## src/hw/rtl/sha_pkg.sv

```systemverilog
// ----------------------------------------------------------------------------
// sha_pkg
// Shared types, constants and round functions for the SHA-256 core.
// ----------------------------------------------------------------------------
package sha_pkg;

    typedef struct packed {
        logic [31:0] data_word;
        logic [2:0]  valid_bytes;
        logic        last_word;
    } t_in_word;

    typedef struct packed {
        logic [31:0] digest_word;
        logic [2:0]  digest_index;
        logic        digest_done;
    } t_out_word;

    typedef enum logic [2:0] {
        S_IDLE,
        S_PAD,
        S_LOAD,
        S_ROUND,
        S_UPDATE,
        S_OUT
    } t_state;

    typedef enum logic [2:0] {
        PK_NONE,
        PK_MARK,
        PK_ZERO,
        PK_LENLO,
        PK_FINISH
    } t_pad;

    // control from sequencer to round datapath
    typedef struct packed {
        logic        load_en;
        logic [2:0]  load_idx;
        logic [31:0] load_data;
        logic        round_en;
        logic        from_mem;
        logic [31:0] k;
        logic [31:0] w_mem;
    } t_rnd_ctl;

    typedef logic [7:0][31:0] t_vars;

    localparam logic [31:0] PAD_MARK = 32'h8000_0000;

    localparam logic [31:0] IV [8] = '{
        32'h6a09e667, 32'hbb67ae85, 32'h3c6ef372, 32'ha54ff53a,
        32'h510e527f, 32'h9b05688c, 32'h1f83d9ab, 32'h5be0cd19
    };

    localparam logic [31:0] K_ROM [64] = '{
        32'h428a2f98, 32'h71374491, 32'hb5c0fbcf, 32'he9b5dba5,
        32'h3956c25b, 32'h59f111f1, 32'h923f82a4, 32'hab1c5ed5,
        32'hd807aa98, 32'h12835b01, 32'h243185be, 32'h550c7dc3,
        32'h72be5d74, 32'h80deb1fe, 32'h9bdc06a7, 32'hc19bf174,
        32'he49b69c1, 32'hefbe4786, 32'h0fc19dc6, 32'h240ca1cc,
        32'h2de92c6f, 32'h4a7484aa, 32'h5cb0a9dc, 32'h76f988da,
        32'h983e5152, 32'ha831c66d, 32'hb00327c8, 32'hbf597fc7,
        32'hc6e00bf3, 32'hd5a79147, 32'h06ca6351, 32'h14292967,
        32'h27b70a85, 32'h2e1b2138, 32'h4d2c6dfc, 32'h53380d13,
        32'h650a7354, 32'h766a0abb, 32'h81c2c92e, 32'h92722c85,
        32'ha2bfe8a1, 32'ha81a664b, 32'hc24b8b70, 32'hc76c51a3,
        32'hd192e819, 32'hd6990624, 32'hf40e3585, 32'h106aa070,
        32'h19a4c116, 32'h1e376c08, 32'h2748774c, 32'h34b0bcb5,
        32'h391c0cb3, 32'h4ed8aa4a, 32'h5b9cca4f, 32'h682e6ff3,
        32'h748f82ee, 32'h78a5636f, 32'h84c87814, 32'h8cc70208,
        32'h90befffa, 32'ha4506ceb, 32'hbef9a3f7, 32'hc67178f2
    };

    function automatic logic [31:0] rotr(input logic [31:0] x, input int unsigned n);
        return (x >> n) | (x << (32 - n));
    endfunction

    function automatic logic [31:0] ssig0(input logic [31:0] x);
        return rotr(x, 7) ^ rotr(x, 18) ^ (x >> 3);
    endfunction

    function automatic logic [31:0] ssig1(input logic [31:0] x);
        return rotr(x, 17) ^ rotr(x, 19) ^ (x >> 10);
    endfunction

    function automatic logic [31:0] bsig0(input logic [31:0] x);
        return rotr(x, 2) ^ rotr(x, 13) ^ rotr(x, 22);
    endfunction

    function automatic logic [31:0] bsig1(input logic [31:0] x);
        return rotr(x, 6) ^ rotr(x, 11) ^ rotr(x, 25);
    endfunction

endpackage

```

## src/hw/rtl/sha_ram.sv

```systemverilog
// ----------------------------------------------------------------------------
// sha_ram
// Generic single-write, single-read RAM with registered read data.
// ----------------------------------------------------------------------------
module sha_ram #(
    parameter int WIDTH = 32,
    parameter int DEPTH = 16
) (
    input  logic                     i_clk,
    input  logic                     i_we,
    input  logic [$clog2(DEPTH)-1:0] i_waddr,
    input  logic [WIDTH-1:0]         i_wdata,
    input  logic [$clog2(DEPTH)-1:0] i_raddr,
    output logic [WIDTH-1:0]         o_rdata
);

    logic [WIDTH-1:0] r_mem [DEPTH];

    always_ff @(posedge i_clk) begin
        if (i_we) begin
            r_mem[i_waddr] <= i_wdata;
        end
        o_rdata <= r_mem[i_raddr];
    end

endmodule

```

## src/hw/rtl/sha_round.sv

```systemverilog
// ----------------------------------------------------------------------------
// sha_round
// Working variables a..h, 16-word schedule window and one round per cycle while round_en is set.
// ----------------------------------------------------------------------------
module sha_round (
    input  logic              i_clk,
    input  sha_pkg::t_rnd_ctl i_ctl,
    output sha_pkg::t_vars    o_vars
);
    import sha_pkg::*;

    logic [31:0] r_v [8];
    logic [31:0] r_w [16];
    logic [31:0] w_cur;
    logic [31:0] t1;
    logic [31:0] t2;
    logic [31:0] ch;
    logic [31:0] mj;

    always_comb begin
        w_cur = i_ctl.from_mem ? i_ctl.w_mem
              : r_w[0] + ssig0(r_w[1]) + r_w[9] + ssig1(r_w[14]);
        ch = (r_v[4] & r_v[5]) ^ (~r_v[4] & r_v[6]);
        mj = (r_v[0] & r_v[1]) ^ (r_v[0] & r_v[2]) ^ (r_v[1] & r_v[2]);
        t1 = r_v[7] + bsig1(r_v[4]) + ch + i_ctl.k + w_cur;
        t2 = bsig0(r_v[0]) + mj;
    end

    always_ff @(posedge i_clk) begin
        if (i_ctl.load_en) begin
            r_v[i_ctl.load_idx] <= i_ctl.load_data;
        end else if (i_ctl.round_en) begin
            r_v[7] <= r_v[6];
            r_v[6] <= r_v[5];
            r_v[5] <= r_v[4];
            r_v[4] <= r_v[3] + t1;
            r_v[3] <= r_v[2];
            r_v[2] <= r_v[1];
            r_v[1] <= r_v[0];
            r_v[0] <= t1 + t2;
        end
        if (i_ctl.round_en) begin
            for (int i = 0; i < 15; i++) begin
                r_w[i] <= r_w[i+1];
            end
            r_w[15] <= w_cur;
        end
    end

    always_comb begin
        for (int i = 0; i < 8; i++) begin
            o_vars[i] = r_v[i];
        end
    end

endmodule

```

## src/hw/rtl/sha256_hash_core.sv

```systemverilog
// ----------------------------------------------------------------------------
// sha256_hash_core
// Streaming SHA-256 over big-endian 32-bit words with built-in padding.
// ----------------------------------------------------------------------------
// Message words are written straight into a 16-entry block RAM; the eight
// hash words live in an 8-entry RAM whose entries read as the standard
// initial values until written in the current message. Every sixteenth
// word (including padding words) starts a block: load a..h from the hash
// RAM, run the 64 rounds, one compression round per cycle, then
// read-add-writeback the eight hash words; all the while the input is
// stalled. The last word is followed by padding words, one per cycle,
// giving one or two more blocks, then the eight digest words leave through
// an output register while the output is not stalled; a word is loaded
// only after the previous one has left the register. digest_done marks
// the word with index 7. The next message may start as soon as the last
// digest word sits in the output register.
// ----------------------------------------------------------------------------
module sha256_hash_core (
    input  logic               i_clk,
    input  logic               i_rst_n,
    input  logic               i_in_valid,
    output logic               o_in_stall,
    input  sha_pkg::t_in_word  i_in_data,
    output logic               o_out_valid,
    input  logic               i_out_stall,
    output sha_pkg::t_out_word o_out_data
);
    import sha_pkg::*;

    t_state      r_state, n_state;
    t_pad        r_pad;
    logic [3:0]  r_pos;
    logic [63:0] r_len;
    logic [6:0]  r_cnt;
    logic        r_ph;
    logic [7:0]  r_hvalid;
    logic [2:0]  r_hraddr_q;
    logic        r_hvalid_q;
    logic        r_ovalid;
    t_out_word   r_odata;

    logic        accept;
    logic        push_en;
    logic [31:0] push_word;
    t_pad        pad_next;
    logic [31:0] last_word_pad;
    logic [2:0]  vb_sat;

    logic        wr_unused;
    logic [3:0]  w_raddr;
    logic [31:0] w_rdata;

    logic        h_we;
    logic [2:0]  h_waddr;
    logic [31:0] h_wdata;
    logic [2:0]  h_raddr;
    logic [31:0] h_q;
    logic [31:0] h_rdata;

    t_rnd_ctl    rnd_ctl;
    t_vars       vars;

    assign wr_unused = 1'b0;
    assign accept    = (r_state == S_IDLE) && i_in_valid;
    assign vb_sat    = (i_in_data.valid_bytes > 3'd4) ? 3'd4 : i_in_data.valid_bytes;

    // last word: keep valid bytes, drop the rest, place the 0x80 marker if room
    always_comb begin
        unique case (vb_sat)
            3'd0:    last_word_pad = PAD_MARK;
            3'd1:    last_word_pad = {i_in_data.data_word[31:24], 24'h80_0000};
            3'd2:    last_word_pad = {i_in_data.data_word[31:16], 16'h8000};
            3'd3:    last_word_pad = {i_in_data.data_word[31:8], 8'h80};
            default: last_word_pad = i_in_data.data_word;
        endcase
    end

    // word pushed into the block RAM this cycle
    always_comb begin
        push_en   = 1'b0;
        push_word = i_in_data.data_word;
        pad_next  = r_pad;
        if (r_state == S_IDLE) begin
            push_en = accept;
            if (i_in_data.last_word) begin
                push_word = last_word_pad;
                pad_next  = (vb_sat == 3'd4) ? PK_MARK : PK_ZERO;
            end
        end else if (r_state == S_PAD) begin
            push_en = 1'b1;
            unique case (r_pad)
                PK_MARK: begin
                    push_word = PAD_MARK;
                    pad_next  = PK_ZERO;
                end
                PK_ZERO: begin
                    if (r_pos == 4'd14) begin
                        push_word = r_len[63:32];
                        pad_next  = PK_LENLO;
                    end else begin
                        push_word = '0;
                    end
                end
                PK_LENLO: begin
                    push_word = r_len[31:0];
                    pad_next  = PK_FINISH;
                end
                default: begin
                    push_en   = 1'b0;
                    push_word = '0;
                end
            endcase
        end
    end

    // next state
    always_comb begin
        n_state = r_state;
        unique case (r_state)
            S_IDLE: begin
                if (accept) begin
                    if (r_pos == 4'd15) begin
                        n_state = S_LOAD;
                    end else if (i_in_data.last_word) begin
                        n_state = S_PAD;
                    end
                end
            end
            S_PAD: begin
                if (r_pos == 4'd15) begin
                    n_state = S_LOAD;
                end
            end
            S_LOAD: begin
                if (r_cnt == 7'd8) begin
                    n_state = S_ROUND;
                end
            end
            S_ROUND: begin
                if (r_cnt == 7'd63) begin
                    n_state = S_UPDATE;
                end
            end
            S_UPDATE: begin
                if (r_cnt == 7'd8) begin
                    unique case (r_pad)
                        PK_FINISH: n_state = S_OUT;
                        PK_NONE:   n_state = S_IDLE;
                        default:   n_state = S_PAD;
                    endcase
                end
            end
            S_OUT: begin
                if (r_ph && r_cnt[2:0] == 3'd7) begin
                    n_state = S_IDLE;
                end
            end
            default: n_state = S_IDLE;
        endcase
    end

    // memory and datapath controls
    always_comb begin
        w_raddr = (r_state == S_ROUND) ? r_cnt[3:0] + 4'd1 : 4'd0;
        h_raddr = r_cnt[2:0];
        h_we    = (r_state == S_UPDATE) && (r_cnt != 7'd0);
        h_waddr = 3'(r_cnt - 7'd1);
        h_wdata = h_rdata + vars[h_waddr];

        rnd_ctl.load_en   = (r_state == S_LOAD) && (r_cnt != 7'd0);
        rnd_ctl.load_idx  = 3'(r_cnt - 7'd1);
        rnd_ctl.load_data = h_rdata;
        rnd_ctl.round_en  = (r_state == S_ROUND);
        rnd_ctl.from_mem  = (r_cnt < 7'd16);
        rnd_ctl.k         = K_ROM[r_cnt[5:0]];
        rnd_ctl.w_mem     = w_rdata;
    end

    // untouched hash entries read as the initial values
    assign h_rdata = r_hvalid_q ? h_q : IV[r_hraddr_q];

    sha_ram #(.WIDTH(32), .DEPTH(16)) u_block_ram (
        .i_clk   (i_clk),
        .i_we    (push_en),
        .i_waddr (r_pos),
        .i_wdata (push_word),
        .i_raddr (w_raddr),
        .o_rdata (w_rdata)
    );

    sha_ram #(.WIDTH(32), .DEPTH(8)) u_hash_ram (
        .i_clk   (i_clk),
        .i_we    (h_we),
        .i_waddr (h_waddr),
        .i_wdata (h_wdata),
        .i_raddr (h_raddr),
        .o_rdata (h_q)
    );

    sha_round u_round (
        .i_clk (i_clk),
        .i_ctl (rnd_ctl),
        .o_vars(vars)
    );

    // payload registers
    always_ff @(posedge i_clk) begin
        r_hraddr_q <= h_raddr;
        r_hvalid_q <= r_hvalid[h_raddr] | wr_unused;
        if (r_state == S_OUT && r_ph) begin
            r_odata.digest_word  <= h_rdata;
            r_odata.digest_index <= r_cnt[2:0];
            r_odata.digest_done  <= (r_cnt[2:0] == 3'd7);
        end
    end

    // control registers
    always_ff @(posedge i_clk) begin
        if (!i_rst_n) begin
            r_state  <= S_IDLE;
            r_pad    <= PK_NONE;
            r_pos    <= '0;
            r_len    <= '0;
            r_cnt    <= '0;
            r_ph     <= 1'b0;
            r_hvalid <= '0;
            r_ovalid <= 1'b0;
        end else begin
            r_state <= n_state;
            if (push_en) begin
                r_pos <= r_pos + 4'd1;
                r_pad <= pad_next;
            end
            if (accept) begin
                if (i_in_data.last_word) begin
                    r_len <= r_len + {58'd0, vb_sat, 3'd0};
                end else begin
                    r_len <= r_len + 64'd32;
                end
            end
            if (h_we) begin
                r_hvalid[h_waddr] <= 1'b1;
            end

            if (o_out_valid && !i_out_stall) begin
                r_ovalid <= 1'b0;
            end

            unique case (r_state)
                S_LOAD, S_ROUND, S_UPDATE: begin
                    r_cnt <= (n_state != r_state) ? 7'd0 : r_cnt + 7'd1;
                end
                S_OUT: begin
                    if (!r_ph) begin
                        if (!r_ovalid) begin
                            r_ph <= 1'b1;
                        end
                    end else begin
                        r_ph     <= 1'b0;
                        r_ovalid <= 1'b1;
                        if (r_cnt[2:0] == 3'd7) begin
                            // digest fully read: start a fresh message
                            r_cnt    <= '0;
                            r_hvalid <= '0;
                            r_len    <= '0;
                            r_pos    <= '0;
                            r_pad    <= PK_NONE;
                        end else begin
                            r_cnt    <= r_cnt + 7'd1;
                        end
                    end
                end
                default: r_cnt <= '0;
            endcase
        end
    end

    assign o_in_stall  = (r_state != S_IDLE);
    assign o_out_valid = r_ovalid;
    assign o_out_data  = r_odata;

endmodule
```

## config.mk

```make
export PLATFORM = sky130hd
export DESIGN_NAME = sha256_hash_core
export DESIGN_NICKNAME = d
export VERILOG_FILES = /design/src/hw/rtl/sha_pkg.sv /design/src/hw/rtl/sha_ram.sv /design/src/hw/rtl/sha_round.sv /design/src/hw/rtl/sha256_hash_core.sv
export SDC_FILE = /design/constraint.sdc
export NUM_CORES = 2
export LEC_CHECK = 0
export BUFFER_PORTS_ARGS = -buffer_cell sky130_fd_sc_hd__buf_2
export CAP_MARGIN = 30
export CORE_ASPECT_RATIO = 0.6
export CORE_MARGIN = 2
export CORE_UTILIZATION = 45
export CTS_BUF_LIST = sky130_fd_sc_hd__clkbuf_16
export CTS_CLUSTER_DIAMETER = 200
export DETAILED_ROUTE_END_ITERATION = 6
export GPL_TIMING_DRIVEN = 0
export PLACE_DENSITY = 0.7
export SLEW_MARGIN = 20
export SYNTH_ARGS = -nofsm -noshare
export SYNTH_HDL_FRONTEND = slang
export SYNTH_SLANG_ARGS = --single-unit
```

## constraint.sdc

```tcl
create_clock -name i_clk -period 16.6 [get_ports i_clk]
set_input_delay 2.49 -clock i_clk [delete_from_list [all_inputs] [get_ports i_clk]]
set_output_delay 2.49 -clock i_clk [all_outputs]
set_load 0.02 [all_outputs]
```

==> out/summary.txt <==
CTS Sinks - 1728
CP Class - reg -> reg
GPL Wtd Cong - 1.09
Hold Crit Depth - 0
post-layout instance area - 93700 sq um
Core Region - 182000 sq um
fmax - 64.5 MHz
final setup skew - 73.3 ps
Final Power - 9.58 mW
CP Data Required Time - 17240 ps
crit-path max FO - 14
Worst-Skew Late Latency - 850 ps
final worst-path cycle share - 93.4%
CP dominant cell by count - a21oi_1
M1 WL - 130000 um
DIE HEIGHT - 336 um
total gr overflow - 0
worst slack at placement - 1860 ps
Cell Area, Synth - 82400 sq um
DR pass1 iterations - 6
post-DP HPWL - 231000 um
DR iter-0 viols - 10309
FF-to-FF path depth - 42
leakage - 32.8 nW
Boundary Pins - 78
Slew Limit Fails - 0
first-pass GRT wire length - 417000 um
Syn Area/Cell - 13.3 sq um
FF+latch count, synth - 1728
P&R area growth vs syn - 13.7%
max-cap viol count - 0
post-synth net total - 6631
asr flop ratio synth - 0%
cells after synthesis - 6209
Initial Util - 45.4%
Layout Nets - 7026
layout cell share with drive strength beyond 1 - 12.3%
most frequent cells in the layout - 1572 x edfxtp_1, 474 x nand2_1, 383 x a21oi_1
root buf cell - clkbuf_16
Vias - 57951
Site Rows - 121
minimum clock period after layout - 15510 ps
Synth Warn # - 0
crit-path max cell delay - 880 ps
Worst R2R End - u_round.r_v[0][31]
Post-DRT Antenna Nets - 0
Worst-Margin Slew - 1220 ps
slowest CP cell - o21ai_0
sequential share of the synthesized area - 61.1%
DR top layer - met5
detailed-route wire length - 304000 um
FF-to-FF setup slack - 1090 ps
metal2 WL - 108000 um
die area - 187000 sq um
peak supply drop - 0.0755 mV
Placement Cell Area - 88200 sq um
status - complete, no violations
unrepaired setup endpoints after global routing - no
largest cells by area after synthesis - edfxtp_1 57%, fa_1 4.6%, dfxtp_1 3.8%, xnor2_1 3.0%, ha_1 2.9%
hold buffers post-CTS - 0
leading area contributor after synthesis - edfxtp_1
# setup viols final - 0
CTS tree - done
via-per-instance ratio - 6.34
Critical Path End Type - register
IO Port Bufs - 77
final worst setup slack - 1090 ps
vias in the first global route - 52817
H-tree depth - 4
post-CTS sizing - 0
Critical Path Sink - u_round.r_v[0][31]
reg2reg start - r_cnt[0]
EDFF count, synth - 1572
antenna violations before repair - 20
pin count of the biggest net entering global routing - 106
clock-pin transition on the worst setup and hold timing paths - 70 ps
DRC viols - 0
Hold WC Path Type - reg -> reg
worst relative slew slack - 18.5%
Worst EP arrival - 16150 ps
commonest non-fill, non-tap cell in the layout - edfxtp_1
final-report hold violation count - 0
cts bufs inserted - 165
Wirelength per Cell - 33.2 um
CP Launch Type - register
Die W - 557 um
Max Buffers Root-to-Sink - 4
routed wl met3 - 54900 um
Synth Flop Type - edfxtp_1
all-layer global routing usage - 32.1%
Post-CTS Setup Bufs - 0
pwr/cell area - 102 nW/um^2
CP Launch Point - r_cnt[0]
Synth top area share - 57.3%
library cells used by synthesis - 80
==> area by class of cell <==
type / count / area [sq um]
Timing Repair Buffer: 228 / 2560
Inverter: 291 / 1090
Sequential cell: 1728 / 50300
Clock inverter: 119 / 1030
Tap cell: 2398 / 3000
Multi-Input combinational cell: 3833 / 30000
Fill cell: 15326 / 88000
Antenna cell: 18 / 45.0
Buffer: 357 / 1390
Clock buffer: 170 / 4250
==> power by group <==
group / internal [mW] / total, mW / switching, mW
combinational: 0.340 / 1.02 / 0.683
sequential: 4.74 / 4.75 / 0.0123
clock: 2.13 / 3.81 / 1.68
==> synthesized netlist by cell type, drive strengths merged, types with 30 or more instances <==
cell / instances
a22oi: 147
mux4: 75
ha: 193
a31oi: 30
edfxtp: 1572
fa: 189
nor2: 269
mux2: 167
clkbuf: 290
nand2: 474
mux2i: 77
nor2b: 38
o221ai: 34
xor2: 160
o21ai: 321
inv: 290
xnor2: 286
a21oi: 384
nand4: 43
o31ai: 46
a221oi: 47
nand2b: 32
buf: 67
and3: 69
a21o: 184
and2: 48
nand3: 96
o21a: 106
a211oi: 32
dfxtp: 156
nor3: 57
==> sequential cells by signal, summed over array words and instances (netlist names) <==
register and count:
o_out_data 36, o_out_valid 1, r_cnt 7, r_hraddr_q 3
r_hvalid 8, r_hvalid_q 1, r_len 61, r_pad 3
r_ph 1, r_pos 4, r_state 3, u_block_ram.o_rdata 32
u_block_ram.r_mem 512, u_hash_ram.o_rdata 32, u_hash_ram.r_mem 256, u_round.r_v 256
u_round.r_w 512
==> how the worst min path moves through the flow <==
stage,startpoint,to
2_1_floorplan,u_round.r_w[0][132],u_round.r_w[0][100]
3_3_place_gp,u_round.r_w[0][225],u_round.r_w[0][193]
3_5_place_dp,u_round.r_w[0][138],u_round.r_w[0][106]
4_1_cts,u_round.r_w[1][122],u_round.r_w[1][90]
5_1_grt,u_round.r_w[1][24],u_round.r_w[0][248]
6_report,u_round.r_w[1][24],u_round.r_w[0][248]
==> worst max-delay path: cells and delay by family, from the launching register on <==
family	cells	cell delay (ps)
flip-flops	1	730
buffers and inverters	13	3660
XOR/XNOR	2	790
adder cells (fa/ha/maj)	8	3800
AND/OR/NAND/NOR	2	640
AO/OA/AOI/OAI	17	5670
==> kinds of logic (layout without fill, tap and decap cells) <==
| logic type | Yosys count | after routing | synth area share [%] |
|---|---|---|---|
| compound gates | 1477 | 1477 | 11.6 |
| xor+xnor | 447 | 447 | 4.77 |
| fa+ha+maj | 400 | 400 | 7.74 |
| buf+inv | 648 | 1165 | 2.96 |
| flops | 1728 | 1728 | 61.1 |
| mux | 319 | 319 | 5.27 |
| other cells | 0 | 18 | 0 |
| simple gates | 1190 | 1190 | 6.62 |
==> per-stage QoR <==
stage | setup TNS [ps] | instances | util [%] | hold WS (ps)
2_1_floorplan | 0 | 6209 | - | 400
3_3_place_gp | -2893350 | 8684 | 47.2 | 400
3_5_place_dp | 0 | 8815 | 48.5 | 405
4_1_cts | 0 | 9104 | 51.4 | 381
5_1_grt | 0 | 9125 | 51.5 | 388
6_report | 0 | 9142 | 51.6 | 390
==> per-layer routing <==
metal  GRT usage [%]  up-vias
li1                -    23813
met1            48.3    29118
met5            1.47        -
met4            9.73       20
met3            17.1      549
met2            38.1     4451
Power figures use the tool's default switching activity.
